$ cat config.mk
export PLATFORM = sky130hd
export DESIGN_NAME = midi_track_event_parser
export DESIGN_NICKNAME = d
export VERILOG_FILES = /design/src/sv/mtep_pkg.sv /design/src/sv/midi_track_event_parser.sv
export VERILOG_INCLUDE_DIRS = /design/src /design/src/sv
export SDC_FILE = /design/constraint.sdc
export NUM_CORES = 1
export LEC_CHECK = 0
export ABC_AREA = 1
export BUFFER_PORTS_ARGS = -buffer_cell sky130_fd_sc_hd__buf_2
export CORE_MARGIN = 10
export CORE_UTILIZATION = 35
export CTS_BUF_LIST = sky130_fd_sc_hd__clkbuf_4 sky130_fd_sc_hd__clkbuf_8
export DETAILED_ROUTE_END_ITERATION = 8
export PLACE_DENSITY = 0.63
export SLEW_MARGIN = 40
export SYNTH_ARGS = -nofsm -noshare
export SYNTH_HDL_FRONTEND = slang
export SYNTH_SLANG_ARGS = --single-unit
export TNS_END_PERCENT = 5
$ cat constraint.sdc
create_clock -name clk_i -period 10.8 [get_ports clk_i]
set_input_delay 1.08 -clock clk_i [delete_from_list [all_inputs] [get_ports clk_i]]
set_output_delay 1.08 -clock clk_i [all_outputs]
set_load 0.01 [all_outputs]
$ cat src/sv/midi_track_event_parser_macros.svh
// Assertion macros shared by the track event parser RTL.
`ifndef MIDI_TRACK_EVENT_PARSER_MACROS_SVH
`define MIDI_TRACK_EVENT_PARSER_MACROS_SVH

// Clocked check, disabled while reset is asserted.
`define MTEP_ASSERT(label, prop, msg) \
  label: assert property (@(posedge clk_i) disable iff (!rst_ni) (prop)) else $error(msg);

// Clocked check that also holds during reset.
`define MTEP_ASSERT_ALWAYS(label, prop, msg) \
  label: assert property (@(posedge clk_i) (prop)) else $error(msg);

`endif

$ cat src/sv/mtep_pkg.sv
// Types and constants of the MIDI track event parser.
package mtep_pkg;

  localparam int unsigned FIELD_W = 28;

  // Result kind codes
  localparam logic [1:0] KIND_CHANNEL = 2'd0;
  localparam logic [1:0] KIND_META    = 2'd1;
  localparam logic [1:0] KIND_SYSEX   = 2'd2;
  localparam logic [1:0] KIND_ERROR   = 2'd3;

  // Special status bytes
  localparam logic [7:0] STATUS_SYSEX    = 8'hF0;
  localparam logic [7:0] STATUS_SYSEX_ESC = 8'hF7;
  localparam logic [7:0] STATUS_META     = 8'hFF;
  localparam logic [7:0] NIBBLE_HI_MASK  = 8'hF0;
  localparam logic [7:0] NIBBLE_LO_MASK  = 8'h0F;
  localparam logic [3:0] NIB_PROG_CHANGE = 4'hC;
  localparam logic [3:0] NIB_CHAN_PRESS  = 4'hD;
  localparam logic [2:0] MAX_COUNT_BYTES = 3'd4;

  // Parser phase, one-hot
  typedef enum logic [5:0] {
    PH_IDLE    = 6'b000001,
    PH_DATA1   = 6'b000010,
    PH_DATA2   = 6'b000100,
    PH_METATYP = 6'b001000,
    PH_VARLEN  = 6'b010000,
    PH_PAYLOAD = 6'b100000
  } phase_e;

  // One result item
  typedef struct packed {
    logic [FIELD_W-1:0] event_delta;
    logic [FIELD_W-1:0] payload_len;
    logic [FIELD_W-1:0] byte_index;
    logic [7:0]         second_data;
    logic [7:0]         first_data;
    logic [3:0]         channel;
    logic [7:0]         event_type;
    logic               last;
    logic               empty_res;
    logic [1:0]         kind;
  } res_t;

endpackage

$ cat src/sv/midi_track_event_parser.sv
// Standard MIDI file track event body parser with running status.
// A result is registered into the main output entry, or into the skid entry while the main entry is held.
// Throughput: one byte per cycle while the skid entry is empty; input stalls while it holds a result.
// A two-entry output register (main plus skid) keeps input accepting while a result waits.
// Reset (rst_ni low, asynchronous) clears running status, phase and both output entries.
`include "midi_track_event_parser_macros.svh"

module midi_track_event_parser
  import mtep_pkg::*;
#(
  parameter int unsigned LENGTH_BITS = 28
) (
  input  logic         clk_i,
  input  logic         rst_ni,
  input  logic         s_axis_tvalid,
  output logic         s_axis_tready,
  // [7:0] data_byte, [35:8] delta_time, [39:36] zero
  input  logic [39:0]  s_axis_tdata,
  // [0] event_start
  input  logic         s_axis_tuser,
  output logic         m_axis_tvalid,
  input  logic         m_axis_tready,
  // [7:0] event_type, [11:8] channel, [19:12] first_data, [27:20] second_data,
  // [55:28] byte_index, [83:56] payload_len, [111:84] event_delta
  output logic [111:0] m_axis_tdata,
  // [1:0] kind, [2] empty_res
  output logic [2:0]   m_axis_tuser,
  output logic         m_axis_tlast
);

  localparam int unsigned LEN_W = (LENGTH_BITS < FIELD_W) ? LENGTH_BITS : FIELD_W;

  // Parser state
  phase_e             phase_q, phase_d;
  logic [7:0]         running_status_q, running_status_d;
  logic [7:0]         held_first_q, held_first_d;
  logic [7:0]         held_type_q, held_type_d;
  logic [LEN_W-1:0]   len_accum_q, len_accum_d;
  logic [2:0]         len_bytes_q, len_bytes_d;
  logic [LEN_W-1:0]   remaining_q, remaining_d;
  logic [LEN_W-1:0]   pay_index_q, pay_index_d;
  logic [FIELD_W-1:0] held_delta_q, held_delta_d;

  // Output entries
  logic out_valid_q, skid_valid_q;
  res_t out_q, skid_q;

  logic               in_accept;
  logic               out_pop;
  logic               res_valid;
  res_t               res;
  logic [7:0]         in_byte;
  logic               in_start;
  logic [FIELD_W-1:0] in_delta;
  logic [LEN_W+6:0]   acc;
  logic               hold_sysex;
  logic               pay_fin;

  assign in_byte  = s_axis_tdata[7:0];
  assign in_delta = s_axis_tdata[35:8];
  assign in_start = s_axis_tuser;

  assign s_axis_tready = !skid_valid_q;
  assign in_accept     = s_axis_tvalid && s_axis_tready;
  assign out_pop       = out_valid_q && m_axis_tready;

  assign acc        = {len_accum_q, in_byte[6:0]};
  assign hold_sysex = (held_type_q == STATUS_SYSEX) || (held_type_q == STATUS_SYSEX_ESC);
  assign pay_fin    = (remaining_q <= LEN_W'(1));

  // Error result for a given type byte
  function automatic res_t error_res(input logic [7:0] etype);
    res_t r;
    r            = '0;
    r.kind       = KIND_ERROR;
    r.event_type = etype;
    r.last       = 1'b1;
    return r;
  endfunction

  // Channel message result from the running status
  function automatic res_t channel_res(input logic [7:0] status, input logic [7:0] d1,
                                       input logic [7:0] d2);
    res_t r;
    r             = '0;
    r.kind        = KIND_CHANNEL;
    r.event_type  = {4'h0, status[7:4]};
    r.channel     = status[3:0];
    r.first_data  = d1;
    r.second_data = d2;
    r.last        = 1'b1;
    return r;
  endfunction

  // One- or two-data-byte check on a status
  function automatic logic one_data(input logic [7:0] status);
    logic [3:0] nib;
    nib = status[7:4];
    return (nib == NIB_PROG_CHANGE) || (nib == NIB_CHAN_PRESS);
  endfunction

  // Next state and result of the accepted byte
  always_comb begin
    phase_d          = phase_q;
    running_status_d = running_status_q;
    held_first_d     = held_first_q;
    held_type_d      = held_type_q;
    len_accum_d      = len_accum_q;
    len_bytes_d      = len_bytes_q;
    remaining_d      = remaining_q;
    pay_index_d      = pay_index_q;
    held_delta_d     = held_delta_q;
    res_valid        = 1'b0;
    res              = '0;

    if (in_start) begin
      held_delta_d = in_delta;
      phase_d      = PH_IDLE;
      if (!in_byte[7]) begin
        if (running_status_q == 8'h00) begin
          res_valid = 1'b1;
          res       = error_res(in_byte);
        end else begin
          held_first_d = in_byte;
          if (one_data(running_status_q)) begin
            res_valid = 1'b1;
            res       = channel_res(running_status_q, in_byte, 8'h00);
          end else begin
            phase_d = PH_DATA2;
          end
        end
      end else if ((in_byte & NIBBLE_HI_MASK) != NIBBLE_HI_MASK) begin
        running_status_d = in_byte;
        held_type_d      = in_byte;
        phase_d          = PH_DATA1;
      end else if (in_byte == STATUS_META) begin
        phase_d = PH_METATYP;
      end else if ((in_byte == STATUS_SYSEX) || (in_byte == STATUS_SYSEX_ESC)) begin
        held_type_d = in_byte;
        len_accum_d = '0;
        len_bytes_d = '0;
        phase_d     = PH_VARLEN;
      end else begin
        res_valid = 1'b1;
        res       = error_res(in_byte);
      end
    end else begin
      case (phase_q)
        PH_IDLE: begin
          phase_d = PH_IDLE;
        end
        PH_DATA1: begin
          held_first_d = in_byte;
          if (one_data(running_status_q)) begin
            phase_d   = PH_IDLE;
            res_valid = 1'b1;
            res       = channel_res(running_status_q, in_byte, 8'h00);
          end else begin
            phase_d = PH_DATA2;
          end
        end
        PH_DATA2: begin
          phase_d   = PH_IDLE;
          res_valid = 1'b1;
          res       = channel_res(running_status_q, held_first_q, in_byte);
        end
        PH_METATYP: begin
          held_type_d = in_byte;
          len_accum_d = '0;
          len_bytes_d = '0;
          phase_d     = PH_VARLEN;
        end
        PH_VARLEN: begin
          len_bytes_d = len_bytes_q + 3'd1;
          if (|acc[LEN_W+6:LEN_W]) begin
            // count too wide for the length register
            phase_d   = PH_IDLE;
            res_valid = 1'b1;
            res       = error_res(held_type_q);
          end else begin
            len_accum_d = acc[LEN_W-1:0];
            if (in_byte[7]) begin
              if (len_bytes_d >= MAX_COUNT_BYTES) begin
                phase_d   = PH_IDLE;
                res_valid = 1'b1;
                res       = error_res(held_type_q);
              end
            end else if (acc[LEN_W-1:0] == '0) begin
              // empty payload: one result
              phase_d        = PH_IDLE;
              res_valid      = 1'b1;
              res.kind       = hold_sysex ? KIND_SYSEX : KIND_META;
              res.event_type = held_type_q;
              res.empty_res  = 1'b1;
              res.last       = 1'b1;
            end else begin
              remaining_d = acc[LEN_W-1:0];
              pay_index_d = '0;
              phase_d     = PH_PAYLOAD;
            end
          end
        end
        PH_PAYLOAD: begin
          remaining_d     = pay_fin ? '0 : remaining_q - LEN_W'(1);
          pay_index_d     = pay_index_q + LEN_W'(1);
          if (pay_fin) begin
            phase_d = PH_IDLE;
          end
          res_valid       = 1'b1;
          res.kind        = hold_sysex ? KIND_SYSEX : KIND_META;
          res.event_type  = held_type_q;
          res.first_data  = in_byte;
          res.byte_index  = FIELD_W'(pay_index_q);
          res.payload_len = FIELD_W'(len_accum_q);
          res.last        = pay_fin;
        end
        default: begin
          phase_d = PH_IDLE;
        end
      endcase
    end
    res.event_delta = held_delta_d;
  end

  // Parser state registers
  always_ff @(posedge clk_i or negedge rst_ni) begin
    if (!rst_ni) begin
      phase_q          <= PH_IDLE;
      running_status_q <= '0;
      held_first_q     <= '0;
      held_type_q      <= '0;
      len_accum_q      <= '0;
      len_bytes_q      <= '0;
      remaining_q      <= '0;
      pay_index_q      <= '0;
      held_delta_q     <= '0;
    end else if (in_accept) begin
      phase_q          <= phase_d;
      running_status_q <= running_status_d;
      held_first_q     <= held_first_d;
      held_type_q      <= held_type_d;
      len_accum_q      <= len_accum_d;
      len_bytes_q      <= len_bytes_d;
      remaining_q      <= remaining_d;
      pay_index_q      <= pay_index_d;
      held_delta_q     <= held_delta_d;
    end
  end

  // Output register with skid entry
  always_ff @(posedge clk_i or negedge rst_ni) begin
    if (!rst_ni) begin
      out_valid_q  <= 1'b0;
      skid_valid_q <= 1'b0;
    end else if (skid_valid_q) begin
      if (out_pop) begin
        skid_valid_q <= 1'b0;
      end
    end else if (in_accept && res_valid) begin
      if (!out_valid_q || out_pop) begin
        out_valid_q <= 1'b1;
      end else begin
        skid_valid_q <= 1'b1;
      end
    end else if (out_pop) begin
      out_valid_q <= 1'b0;
    end
  end

  // Output payload, no reset
  always_ff @(posedge clk_i) begin
    if (skid_valid_q) begin
      if (out_pop) begin
        out_q <= skid_q;
      end
    end else if (in_accept && res_valid) begin
      if (!out_valid_q || out_pop) begin
        out_q <= res;
      end else begin
        skid_q <= res;
      end
    end
  end

  assign m_axis_tvalid = out_valid_q;
  assign m_axis_tdata  = {out_q.event_delta, out_q.payload_len, out_q.byte_index,
                          out_q.second_data, out_q.first_data, out_q.channel,
                          out_q.event_type};
  assign m_axis_tuser  = {out_q.empty_res, out_q.kind};
  assign m_axis_tlast  = out_q.last;

  // Checks
  `MTEP_ASSERT_ALWAYS(a_skid_needs_out, !skid_valid_q || out_valid_q, "skid entry without main entry")
  `MTEP_ASSERT(a_data2_closes, in_accept && !in_start && (phase_q == PH_DATA2) |=> phase_q == PH_IDLE, "second data byte left event open")
  `MTEP_ASSERT(a_index_in_range, out_valid_q && (out_q.kind == KIND_META || out_q.kind == KIND_SYSEX) && !out_q.empty_res |-> out_q.byte_index < out_q.payload_len, "payload index beyond count")
  `MTEP_ASSERT(a_last_at_end, out_valid_q && out_q.last && (out_q.kind == KIND_META || out_q.kind == KIND_SYSEX) && !out_q.empty_res |-> out_q.byte_index + 28'd1 == out_q.payload_len, "last flag not on final payload byte")

endmodule
==> metrics.yaml, run 1 <==
irDropWorstVdd_v: 0.0000807
cts_tree: "done"
seqPwrFrac: 0.517
post_cts_resized: 0
detail_route.wl_per_cell_um: 16.2
rr_worst_depth: 11
antenna_left: 0
yosysWarnings: 0
required_ns: 11.09
cp_num_buf_inv: 4
r2r-end: "skid_q[57]"
die_h_um: 242
numPortBuffers: 158
postPlaceCellArea_sq_mm: 0.0187
rrSetupSlack_ns: 6.01
route.detailed.drc: 0
crit_path_end_kind: "flip-flop"
coreArea_sq_mm: 0.0488
grt_pass1_wl_um: 72100
synth_fp_nets: 1929
drv_cap: 0
num_vias: 13200
r2r_start: "phase_q[3]"
path_class: "flip-flop to flip-flop"
gp_congestion: 0.895
status: "completed"
fmax_ghz: 0.209
synth_xor_area_frac: 0.0203
p_per_area_mw_per_mm2: 147
synth-seq-area-share: 0.616
clkPwrFrac: 0.466
fin_tns_setup_ns: 0
grt_pass1_vias: 13200
fin_util: 0.412
grt_max_degree: 79
synth_cell_types: 40
synth.avg_cell_area_sq_um: 9.20
p_switching_mw: 0.628
synthSimpleGateAreaFrac: 0.226
rows: 81
firstDrtPassIters: 5
gr-total-overflow: 0
max_stage_delay_ns: 0.66
post_cts_buffers: 0
pwr-share-comb: 0.017
ctsRootBufferMaster: "clkbuf_8"
period_needed_ns: 4.79
synth_compound_area_frac: 0.0769
p_leak_nw: 8.85
rsz0062_at_grt: "false"
initial_core_util: 0.354
arrival_ns: 5.08
critPathSlowestCell: "nor2_4"
cts.path.max_buffers: 3
synth_cells: 1880
io_pins: 163
numCtsBuffers: 61
synthesis.area_sq_mm: 0.0173
detailedPlace.worstSlack_ns: 5.59
hold_viol: 0
timing.final.max_slew_violations: 0
cts_sinks: 379
path_delay_family: "simple AND/OR/NAND/NOR gates"
synth_top_family_by_area: "simple AND/OR/NAND/NOR gates"
ys_seq_elements: 379
antenna_found_initial: 2
finalWorstSetupSlack_ns: 6.01
viasPerCell: 4.78
slew_headroom: 0.462
drive_gt1_frac: 0.151
worst_slew_pin_slew_ns: 0.805
fin_area_sq_mm: 0.0201
min_path_type: "input port to async pin"
final_common_cell: "nand2_1"
worstPathMaxFanout: 48
muxShareOfSynthArea: 0.000651
global_route.usage.total: 0.149
fill_cells: 4894
final_cell_mix: "nand2_1 (653), edfxtp_1 (232), nor2_1 (177)"
first_iter_violations: 888
chipWidth_um: 242
clock_skew_ns: 0.0552
setup_viol: 0
synthAdderAreaFrac: 0.00289
p_int_mw: 2.33
ctsHoldBuffers: 0
final_net_count: 2086
ctsHtreeMaxLevel: 2
dp_hpwl_um: 29600
startpoint_type: "flip-flop"
routed_wl_um: 44600
sw_frac_of_total: 0.212
insertion_delay_ns: 0.68
crit_chain: "nor2_2, nand4_1, inv_1, nand3_1, nand2_1, inv_1, nand3_1, nand2_1, nor2_4, buf_4, buf_4"
dieArea_sq_mm: 0.0587
hold-worst-slack_ns: 0.459
area_growth_pct: 16.5
clk_pin_slew_ns: 0.07
period_share: 0.444
-- cell type report --
type / instances / area, sq um / share of cell area
tap: 664 / 831 / 0.0412
multi-input combinational: 1255 / 5680 / 0.282
clock buffer: 102 / 1260 / 0.0626
antenna: 2 / 5.00 / 0.000248
sequential: 379 / 10700 / 0.529
inverter: 164 / 618 / 0.0307
timing repair buffer: 176 / 950 / 0.0471
clock inverter: 14 / 150 / 0.00745
-- flip-flops by register name, summed over array words and instances, names as in the netlist --
signal	count
m_axis_tvalid	1
held_delta_q	28
skid_q	116
m_axis_tdata	112
running_status_q	8
remaining_q	28
held_first_q	8
pay_index_q	28
skid_valid_q	1
len_bytes_q	3
len_accum_q	28
m_axis_tlast	1
phase_q	6
m_axis_tuser	3
held_type_q	8
-- metrics by stage --
stage,total power [mW],cells
2_1_floorplan,1.58,1880
4_1_cts,3.00,2754
3_3_place_gp,1.61,2637
6_report,2.96,2756
3_5_place_dp,1.61,2638
5_1_grt,3.07,2755
-- power by group through the flow --
| stage | sequential (mW) | combinational, mW | clock, mW |
|---|---|---|---|
| after global placement | 1.56 | 0.0489 | 0 |
| final | 1.53 | 0.0495 | 1.38 |
| after floorplan | 1.56 | 0.0192 | 0 |
| after detailed placement | 1.56 | 0.0500 | 0 |
| after CTS | 1.53 | 0.0503 | 1.42 |
| after global routing | 1.53 | 0.0558 | 1.49 |
-- logic make-up after synthesis --
| logic type | Yosys count |
|---|---|
| simple gates | 976 |
| flops | 379 |
| buf+inv | 246 |
| compound gates | 234 |
| xor+xnor | 40 |
| fa+ha+maj | 4 |
| mux | 1 |
-- routing by layer --
metal,track usage,up-vias,share of wire
li1,-,6488,-
met1,0.195,6265,0.45
met2,0.243,327,0.47
met3,0.0298,80,0.054
met4,0.0507,2,0.025
met5,0,-,0.00029
-- Yosys cell counts (all sizes together) --
library cell / n / area [sq um]
dfstp: 1 / 26.3
clkinv: 1 / 3.75
a22o: 2 / 17.5
o21bai: 3 / 22.5
nand3b: 1 / 7.51
o21a: 1 / 7.51
clkbuf: 51 / 191
edfxtp: 232 / 6970
nor4: 4 / 25.0
mux2: 1 / 11.3
ha: 4 / 50.1
a31oi: 10 / 62.6
nor3: 34 / 186
buf: 31 / 194
a21oi: 14 / 70.1
nand3: 78 / 395
o21ai: 168 / 845
o22ai: 17 / 106
nand4: 22 / 138
nand2: 654 / 2450
dfrtp: 146 / 3650
o31ai: 16 / 175
xnor2: 2 / 17.5
o2111ai: 1 / 8.76
or2: 2 / 12.5
xor2: 38 / 333
nor2: 181 / 684
inv: 163 / 612
a21boi: 2 / 15.0
-- worst max-delay path by stage --
stage | cells past startpoint | start | endpoint | slack (ns)
2_1_floorplan | 11 | s_axis_tdata[3] | m_axis_tdata[0] | 2.82
3_3_place_gp | 14 | s_axis_tdata[0] | skid_q[69] | 5.69
3_5_place_dp | 14 | s_axis_tdata[3] | skid_q[65] | 5.59
4_1_cts | 11 | phase_q[2] | skid_q[65] | 5.96
5_1_grt | 11 | phase_q[1] | skid_q[65] | 5.60
6_report | 11 | phase_q[3] | skid_q[57] | 6.01
No activity file was read; power rests on OpenSTA's default activity.
==> inputs of run 2 (changes only) <==
Settings changed: PLACE_DENSITY 0.63 to 0.61.
Clock period 10.8 ns to 4.9 ns, I/O delays scaled along.
==> run 2 against run 1 <==
  * Cell count rose by 0.22%
  * Clock power is 130% higher
  * Combinational power up 130%
  * Clock-buffer cell count decreased by 5
  * Largest power group unchanged
  * Highest routed layer is now met4
==> metrics.yaml, run 2 (synthesis results as in run 1) <==
numPortBuffers: 158
arrival_ns: 3.43
initial_core_util: 0.354
fin_tns_setup_ns: 0
dp_hpwl_um: 29100
period_share: 0.650
first_iter_violations: 1025
worstPathMaxFanout: 47
insertion_delay_ns: 0.63
largest-register: "skid_q"
largest_reg_flops: 116
fin_util: 0.414
power_mw: 6.60
final_cell_mix: "nand2_1 (653), edfxtp_1 (232), nor2_1 (177)"
die_h_um: 242
final_common_cell: "nand2_1"
routed_wl_um: 44100
clk_pin_slew_ns: 0.06
irDropWorstVdd_v: 0.000180
chipWidth_um: 242
grt_pass1_wl_um: 70900
grt_max_degree: 105
min_path_type: "input port to flip-flop"
fmax_ghz: 0.314
cts_tree: "done"
dieArea_sq_mm: 0.0587
io_pins: 163
path_class: "flip-flop to flip-flop"
antenna_left: 0
critPathSlowestCell: "buf_4"
gr-total-overflow: 0
hold_viol: 0
viasPerCell: 4.79
cts.path.max_buffers: 3
clock_skew_ns: 0.0246
antenna_found_initial: 2
required_ns: 5.14
ctsRootBufferMaster: "clkbuf_8"
post_cts_buffers: 0
p_leak_nw: 8.86
grt_pass1_vias: 13100
global_route.usage.total: 0.148
route.detailed.drc: 0
firstDrtPassIters: 5
drive_gt1_frac: 0.152
hold-worst-slack_ns: 0.197
rsz0062_at_grt: "false"
drv_cap: 0
final_net_count: 2092
p_per_area_mw_per_mm2: 327
worst_slew_pin_slew_ns: 0.739
cts_sinks: 379
slew_headroom: 0.507
cp_num_buf_inv: 4
setup_viol: 0
status: "completed"
detail_route.wl_per_cell_um: 16.0
startpoint_type: "flip-flop"
max_stage_delay_ns: 0.59
place_inst: 2638
ctsHtreeMaxLevel: 3
path_delay_family: "buffers and inverters"
num_vias: 13200
crit_chain: "nor2_2, nand4_1, buf_4, inv_1, nand3_1, nand2_1, inv_1, nand3_1, nand2_1, a21boi_4, buf_4"
rows: 81
fill_cells: 4799
timing.final.max_slew_violations: 0
period_needed_ns: 3.18
numCtsBuffers: 66
final_cells: 2762
area_growth_pct: 16.9
coreArea_sq_mm: 0.0488
gp_congestion: 0.888
crit_path_end_kind: "flip-flop"
[run 2: routing by layer]
metal,vias to the layer above,global-route usage,routed length [um]
li1,6509,-,-
met1,6327,0.196,20000
met4,0,0.0547,999
met2,315,0.236,20700
met3,68,0.0314,2410
met5,-,0,0
[run 2: worst register-to-register path, stage by stage, from the launching register on]
cell and delay (ns):
dfrtp_1 0.41, nor2_2 0.21, nand4_1 0.10, buf_4 0.21, inv_1 0.20, nand3_1 0.14
nand2_1 0.31, inv_1 0.11, nand3_1 0.08, nand2_1 0.19, a21boi_4 0.21, buf_4 0.59
[run 2: area by class of cell]
class	count	area, sq um	share of cell area
sequential	379	10700	0.527
tap	664	831	0.0411
antenna	2	5.00	0.000248
clock inverter	24	228	0.0113
inverter	164	618	0.0306
timing repair buffer	177	1000	0.0495
multi-input combinational	1255	5680	0.281
clock buffer	97	1200	0.0595
[run 2: repair_timing]
item | 4_1_cts | 5_1_grt
gates resized for setup | 0 | 0
endpoints found under the hold margin | 40 | 0
hold buffers | 1 | 0
[run 2: final timing paths]
check,slack (ns),endpoint,cells after the start,start
min,0.20,m_axis_tvalid,4,m_axis_tready
max reg2reg,1.72,m_axis_tdata[44],11,phase_q[3]
max in group asynchronous,3.64,phase_q[0],3,rst_ni
min reg2reg,0.49,running_status_q[1],2,running_status_q[1]
min in group asynchronous,0.37,held_type_q[7],2,rst_ni
max,1.72,m_axis_tdata[44],11,phase_q[3]
[run 2: power breakdown]
group / internal (mW) / switching [mW]
clock: 1.80 / 1.32
combinational: 0.0284 / 0.0833
sequential: 3.37 / 0
[run 2: per-stage QoR]
| step | setup slack, ns | area (sq um) |
|---|---|---|
| floorplan | -0.0920 | 17300 |
| global placement | 1.59 | 18700 |
| detailed placement | 1.55 | 18800 |
| CTS | 1.72 | 20200 |
| global route | 1.46 | 20200 |
| finish | 1.72 | 20200 |
==> inputs of run 3 (changes only) <==
Settings changed: ABC_AREA 1 to 0, PLACE_DENSITY 0.61 to 0.63.
Clock period 4.9 ns to 2.7 ns, I/O delays scaled along.
==> run 3 against run 2 <==
  * Register-to-register slack worse by 1.7 ns
  * Design area up 3.6%
  * Total power rose to 2.6 times the previous value
  * Critical path type unchanged
  * Highest routed layer is now met5
==> metrics.yaml, run 3 <==
synth-seq-area-share: 0.633
yosysWarnings: 0
hold-worst-slack_ns: 0.115
synthesis.area_sq_mm: 0.0168
fmax_ghz: 0.378
synth_top_family_by_area: "simple AND/OR/NAND/NOR gates"
largest-register: "skid_q"
required_ns: 3.24
clock_skew_ns: 0.0194
numCtsBuffers: 60
ctsRootBufferMaster: "clkbuf_8"
status: "completed"
period_share: 0.980
synth_fp_nets: 1387
antenna_left: 0
synth_ff_type: "edfxtp_1"
clk_pin_slew_ns: 0.07
synth_edf_count: 232
final_net_count: 1684
p_leak_nw: 8.51
dieArea_sq_mm: 0.0572
muxShareOfSynthArea: 0.112
async_reset_ff_frac: 0.388
timing.final.max_slew_violations: 0
synth.avg_cell_area_sq_um: 12.6
global_route.usage.total: 0.148
min_path_cells: 4
final_cell_mix: "edfxtp_1 (232), nand2_1 (197), mux2_2 (166)"
drive_gt1_frac: 0.351
final_cells: 2305
ctsHtreeMaxLevel: 2
hold_viol: 0
period_needed_ns: 2.65
irDropWorstVdd_v: 0.000384
power_mw: 17.3
antenna_found_initial: 5
coreArea_sq_mm: 0.0476
synthAdderAreaFrac: 0.00298
final_common_cell: "edfxtp_1"
cts.path.max_buffers: 3
gp_congestion: 0.897
min_path_type: "input port to flip-flop"
drv_cap: 0
viasPerCell: 5.15
cts_tree: "done"
routed_wl_um: 43900
rows: 80
route.detailed.drc: 0
numPortBuffers: 158
dp_hpwl_um: 29000
chipWidth_um: 239
synth_compound_area_frac: 0.0888
crit_path_end_kind: "flip-flop"
synth_xor_area_frac: 0.00417
yosys-top-cells-count: "edfxtp_1 (232), nand2_1 (197), mux2_2 (166), dfrtp_1 (146), o21ai_0 (74)"
die_h_um: 239
synth_area_leaders: "edfxtp_1 (41%), dfrtp_1 (22%), mux2_2 (11%), nand2_1 (4.4%), and2_1 (2.3%)"
synth_cells: 1338
fin_tns_setup_ns: 0
startpoint_type: "flip-flop"
ys_seq_elements: 379
setup_viol: 0
cts_sinks: 379
p_per_area_mw_per_mm2: 826
synthSimpleGateAreaFrac: 0.136
worst_slew_pin_slew_ns: 0.723
gr-total-overflow: 0
rsz0062_at_grt: "true"
path_class: "flip-flop to flip-flop"
synth_cell_types: 68
insertion_delay_ns: 0.62
grt_pass1_vias: 12000
first_iter_violations: 762
yosys.area.top_type_share: 0.414
firstDrtPassIters: 5
synth_most_common_cell: "edfxtp_1"
place_inst: 2149
rr_worst_depth: 7
initial_core_util: 0.353
num_vias: 11900
grt_max_degree: 59
io_pins: 163
worstPathMaxFanout: 29
slew_headroom: 0.517
arrival_ns: 3.18
area_growth_pct: 24.6
detail_route.wl_per_cell_um: 19.1
largest_reg_flops: 116
grt_pass1_wl_um: 67900
synth_area_leader_cell: "edfxtp_1"
run 3: cell type report:
class                           instances  area [sq um]
Multi-Input combinational cell        867          5930
Fill cell                            4388         26700
Sequential cell                       379         10600
Inverter                               19          73.8
Timing Repair Buffer                  308          2170
Clock inverter                         18           189
Antenna cell                            3          7.51
Clock buffer                           96          1150
Tap cell                              615           769
run 3: report_power, final:
part | total [mW] | switching (mW) | leakage (nW) | internal [mW]
Sequential | 7.82 | 0.417 | 4.12 | 7.41
Combinational | 4.13 | 2.27 | 3.66 | 1.85
Clock | 5.35 | 2.26 | 0.723 | 3.09
Total | 17.3 | 4.95 | 8.51 | 12.3
run 3: cell families after synthesis:
logic type | count (synthesis)
adder cells (fa/ha/maj) | 4
buffers and inverters | 92
AND/OR/NAND/NOR | 459
XOR/XNOR | 8
flip-flops | 379
multiplexers | 167
AO/OA/AOI/OAI | 229
run 3: per-stage QoR:
step | instance area (sq um) | util | worst slack (ns)
final | 20900 | 0.440 | 0.0545
after global routing | 20900 | 0.440 | -0.0306
after CTS | 20800 | 0.437 | 0.00125
after detailed placement | 19100 | 0.401 | -0.291
after global placement | 19100 | 0.401 | -0.318
after floorplan | 16900 | - | -2.29
run 3: routing by layer:
| metal | global-route usage | share of wire | vias up |
|---|---|---|---|
| met1 | 0.191 | 0.43 | 5904 |
| met3 | 0.0325 | 0.059 | 61 |
| met4 | 0.0421 | 0.019 | 6 |
| met5 | 0 | 0.00086 | - |
| met2 | 0.246 | 0.49 | 305 |
| li1 | - | - | 5590 |
run 3: critical path, cell delays in order, from the launching register on:
cell and delay (ns):
dfstp_2 0.37, or4_4 0.61, or4_4 0.54, a21o_1 0.22, buf_12 0.17, buf_4 0.16, or3_1 0.35, a21oi_1 0.15
run 3: final timing paths:
| check | from | endpoint | slack, ns |
|---|---|---|---|
| worst max-delay path | phase_q[0] | pay_index_q[4] | 0.05 |
| worst min-delay path | s_axis_tdata[4] | len_accum_q[4] | 0.12 |
| worst max register to register | phase_q[0] | pay_index_q[4] | 0.05 |
| worst min register to register | held_delta_q[0] | held_delta_q[0] | 0.47 |
| max in group asynchronous | rst_ni | len_accum_q[27] | 1.60 |
| min in group asynchronous | rst_ni | held_delta_q[16] | 0.24 |
run 3: repair_timing:
action	CTS	global route
pin swaps	5	11
setup buffers	3	3
hold buffers	31	0
cloned	0	3
resized for setup	3	19
setup endpoints to repair	212	140
hold endpoints to repair	94	0
